### src/rtl/ralog_pkg.sv
`timescale 1ns / 1ps
// ----------------------------------------------------------------------------
// ralog_pkg
// shared types and constants of the record aligned ring log
// ----------------------------------------------------------------------------
package ralog_pkg;

    localparam int PW = 12;
    localparam int SW = 11;

    localparam logic [1:0] CMD_APPEND = 2'd0;
    localparam logic [1:0] CMD_OPEN   = 2'd1;
    localparam logic [1:0] CMD_CLOSE  = 2'd2;
    localparam logic [1:0] CMD_RESET  = 2'd3;

    localparam logic [7:0]  MARK       = 8'hAA;
    localparam logic [15:0] LEN_LIMIT  = 16'd1000;
    localparam logic [15:0] LEN_FLOOR  = 16'd10;
    localparam logic [9:0]  SCAN_LIMIT = 10'd500;

    localparam logic       CFG_FIRST = 1'b0;
    localparam logic       CFG_LAST  = 1'b1;

    typedef logic [PW-1:0] t_pos;
    typedef logic [SW-1:0] t_sum;

    // one classified command as it travels from front to back
    typedef struct packed {
        logic [1:0] cmd;
        logic [7:0] data;
    } t_cmd;

    typedef struct packed {
        t_pos head;
        t_pos tail;
        t_sum sum_now;
        t_pos head_saved;
        t_pos tail_saved;
        t_sum sum_saved;
        logic evicted;
    } t_res;

    function automatic t_sum cks(input t_pos h, input t_pos t);
        cks = SW'(h[7:0]) + SW'(h[PW-1:8]) + SW'(t[7:0]) + SW'(t[PW-1:8]);
    endfunction

endpackage

### src/rtl/ralog_front.sv
`timescale 1ns / 1ps
// ----------------------------------------------------------------------------
// ralog_front
// intake stage and two entry command queue
// ----------------------------------------------------------------------------
module ralog_front (
    input  logic             i_clk,
    input  logic             i_rst_n,
    input  logic             i_push,
    input  logic [1:0]       i_command,
    input  logic [7:0]       i_data_byte,
    output logic             o_full,
    output logic             o_valid,
    output ralog_pkg::t_cmd  o_cmd,
    input  logic             i_take
);
    import ralog_pkg::*;

    t_cmd       r_q [2];
    logic       r_rd;
    logic       r_wr;
    logic [1:0] r_cnt;
    logic       w_in;
    logic       w_out;

    assign o_full  = (r_cnt == 2'd2);
    assign o_valid = (r_cnt != 2'd0);
    assign o_cmd   = r_q[r_rd];
    assign w_in    = i_push && !o_full;
    assign w_out   = i_take && o_valid;

    always_ff @(posedge i_clk) begin
        if (!i_rst_n) begin
            r_rd  <= 1'b0;
            r_wr  <= 1'b0;
            r_cnt <= 2'd0;
        end else begin
            if (w_in) begin
                r_wr <= ~r_wr;
            end
            if (w_out) begin
                r_rd <= ~r_rd;
            end
            r_cnt <= r_cnt + 2'(w_in) - 2'(w_out);
        end
        if (w_in) begin
            r_q[r_wr] <= '{cmd: i_command, data: i_data_byte};
        end
    end
endmodule

### config.mk
export PLATFORM = sky130hd
export DESIGN_NAME = ralog_front
export DESIGN_NICKNAME = d
export VERILOG_FILES = /design/src/rtl/ralog_pkg.sv /design/src/rtl/ralog_front.sv
export SDC_FILE = /design/constraint.sdc
export NUM_CORES = 1
export LEC_CHECK = 0
export BUFFER_PORTS_ARGS = -buffer_cell sky130_fd_sc_hd__buf_4
export CAP_MARGIN = 25
export CORE_UTILIZATION = 53
export CTS_CLUSTER_SIZE = 14
export DETAILED_ROUTE_END_ITERATION = 7
export HOLD_SLACK_MARGIN = 0.08
export PLACE_DENSITY = 0.81
export SETUP_SLACK_MARGIN = 0.5
export SLEW_MARGIN = 40
export SYNTH_ARGS = -nofsm -noshare
export SYNTH_HDL_FRONTEND = slang
export SYNTH_SLANG_ARGS = --single-unit
### constraint.sdc
create_clock -name i_clk -period 4.4 [get_ports i_clk]
set_input_delay 0.88 -clock i_clk [delete_from_list [all_inputs] [get_ports i_clk]]
set_output_delay 0.88 -clock i_clk [all_outputs]
set_load 0.1 [all_outputs]
# ---- Word-level counts from Yosys, hierarchy flattened
# Memory sizes are Yosys's and may differ from the RTL's. A register that Yosys moved wholly into a read port is not among the register bits.
# Index checks and enable logic that the tools add are counted.
dict set report classes {
  n_addsub 2
  n_eq_ne 1
  n_mux 4
  bitwise_logic 2
  n_reduce_logical 4
}
# operator count
set op_table {}
lappend op_table {{1-bit 2-to-1 mux} 4}
lappend op_table {{2-bit by 1-bit adder with 2-bit output} 1}
lappend op_table {{2-bit equality test, second input constant} 1}
lappend op_table {{1-bit logical AND} 2}
lappend op_table {{1-bit NOT} 2}
lappend op_table {{2-bit nonzero test} 1}
lappend op_table {{2-bit by 1-bit subtractor with 2-bit output} 1}
lappend op_table {{1-bit logical NOT} 1}
dict set report totals {
  ff_bits 4
  mem_bits_rw 20
  inputBits 14
  out_inout_bits 12
  wordCells 17
  mem_count 1
}
# memory depth width read_ports rd_clocked_by_memory_dff write_ports line_no
set memory_table {}
lappend memory_table {r_q 2 10 1 1 1 ralog_front.sv:19} ;# t_cmd r_q [2];

# ---- Depth between registers and ports, before layout
dict set report logic_depth {
  ltp_word 5
  depth_mapped 8
}

# ---- Worst setup path before layout
# OpenSTA, ideal clock, no wires.
dict set report synth_timing {
  path_kind {register to output}
  startpoint {register r_cnt[0]}
  endpoint {output o_full}
  arrival_ps 1058
  required_time_ps 3520
  slack_ps 2462
  path_stages_with_launch 3
  path_buffers 0
  path_cell_list {dfxtp_1 -> nand2b_1 -> inv_1}
}
dict set report synth_via {
  elab_chain_len 1
}
# element line_no
set synth_rtl {}
lappend synth_rtl {{start: declaration} ralog_front.sv:22} ;# logic [1:0] r_cnt;
lappend synth_rtl {{start signal: assignment} ralog_front.sv:44} ;# r_cnt <= r_cnt + 2'(w_in) - 2'(w_out);
lappend synth_rtl {{2-bit equality test} ralog_front.sv:26} ;# assign o_full = (r_cnt == 2'd2);
lappend synth_rtl {{end: declaration} ralog_front.sv:12} ;# output logic o_full,
# No other way between the ends.

==> reports/results.ini <==
[yosys]
synthesis.area_um2 = 953
synth-seq-area-share_pct = 73.5
syn-num-nets = 73
yosysWarnings = 0
synth_cell_type_count = 16
ys_seq_elements = 25
syn_area_per_cell_um2 = 16.7
synthCells = 57

[die]
die_w_um = 44.4
rows = 14
dieHeight_um = 44.4
coreArea_mm2 = 0.00159
pin_count = 26
die_area_mm2 = 0.00197
start_util_pct = 59.8

[clocking]
h-tree-depth = 1
hold_buffers = 0
clkTransAtPathRegs_ps = 120
postCtsSetupRepairBufs = 0
cts_tree = built
clock_path_buffers = 2
clkLatencyLatePin_ps = 300
ctsResizeCount = 0
ctsRootBufferMaster = clkbuf_4
cts_num_sinks = 25
numCtsBuffers = 3

[route]
drcViolationCount = 0
vias = 537
drtIter0Drc = 10
viasPerCell = 4.93
drt_first_pass_iters = 4
ant_nets = 0
wirelength_mm = 1.37
wl_per_cell_um = 12.5

[setup_path]
startpoint_type = register
critical_path_class = reg2out
crit_required_ps = 3520
end_kind = output port
path_max_fanout = 10
critPathArrivalTime_ps = 1530

[placement]
pre_cts_ws_ps = 2290
port_buffers = 25
gp_congestion = 0.750
hpwl_mm = 1.01

[final_layout]
layout_commonest_cell = buf_4
diodes = 0
multiInputGateArea_um2 = 239
layout_common_cells = buf_4 (25), edfxtp_1 (20), mux2_2 (10)
synthToLayoutAreaGrowth_pct = 25.3
fin_nets = 102
area.sequential_um2 = 701
nFillCells = 115
drive_gt1_share_pct = 48.2

[global_routing]
grt_max_degree = 14
grtUsageTotal_pct = 15.8
gr-total-overflow = 0
grt_pass1_vias = 485
grt_pass1_wl_mm = 2.04
antenna_found_initial = 0

[sta]
worst_pin_slew_ps = 524
clock_skew_ps = 1.28
drv_slew = 0
setup_ws_ps = 1990
fin_tns_setup_ps = 0
period_share_pct = 54.8
relSlewSlack_pct = 65.0
grt_setup_unrepaired = no
timing.fmax_mhz = 414
setup_viol = 0
hold_violations = 0
min_period_ps = 2410

[outcome]
status = finished, final reports clean

[flow_run]
drv_cap = 0

[hold_path]
hold_path_class = reg2reg

[path summary, 6_finish.rpt]
check | from | end | slack [ps] | cells past startpoint
max | register | o_cmd[4] | 1990 | 2
min | r_wr$_SDFFE_PN0N_ | r_wr$_SDFFE_PN0N_ | 510 | 2
max reg2reg | r_cnt[0]$_SDFF_PN0_ | r_cnt[1]$_SDFF_PN0_ | 2790 | 8
min reg2reg | r_wr$_SDFFE_PN0N_ | r_wr$_SDFFE_PN0N_ | 510 | 2
[synthesized netlist by cell type (all sizes together)]
cell type,count,area share (%)
mux2i,1,1.0
edfxtp,20,63
o21a,1,0.92
nand2b,2,1.3
nor2,4,1.6
mux2,10,12
nand2,2,0.79
and3,1,0.66
dfxtp,5,10
buf,1,0.52
xor2,1,0.92
or2,1,0.66
ha,2,2.6
and2,1,0.66
inv,3,1.2
xnor2,2,1.8
[layout make-up]
| type | instances | share of cell area, % |
|---|---|---|
| clock buffer | 4 | 2.20 |
| inverter | 3 | 0.942 |
| multi-input combinational | 28 | 20.0 |
| sequential | 25 | 58.6 |
| tap | 24 | 2.51 |
| timing repair buffer | 25 | 15.7 |
[flip-flops by register name (all words and copies together), names as in the netlist, named ones only]
| signal | flops |
|---|---|
| r_cnt | 2 |
| r_q | 20 |
| r_rd | 1 |
| r_wr | 1 |
[layer usage]
layer | part of all wire (%) | GRT usage [%] | vias to the layer above
met2 | 51 | 25.3 | 17
met5 | 0 | 0 | -
met3 | 3.6 | 4.90 | 2
met1 | 45 | 19.8 | 254
met4 | 0.51 | 7.27 | 0
li1 | - | - | 264
[cells by family after synthesis]
logic type	Yosys count	share of synthesized area [%]
AOI/OAI and AO/OA	1	0.919
xor gates and xnor gates	3	2.76
adders and majority gates	2	2.62
buffers and inverters	4	1.71
DFF	25	73.5
muxes	11	12.9
and+or+nand+nor	11	5.64
[per-stage QoR]
stage          cells  util [%]  cell area [um2]  hold WS (ps)
2_1_floorplan     57         -              953           455
3_3_place_gp     105      73.2             1170           475
3_5_place_dp     105      73.2             1170           481
4_1_cts          109      74.8             1190           500
5_1_grt          109      75.0             1190           542
6_report         109      75.0             1190           511
[worst max-delay path, cell delays in order, from the launching register on]
cell and delay (ps):
dfxtp_1 610, mux2_2 390, buf_4 230
Power is not shown: default switching activity piles up to over one toggle a cycle in this logic, so the estimate is an artifact.
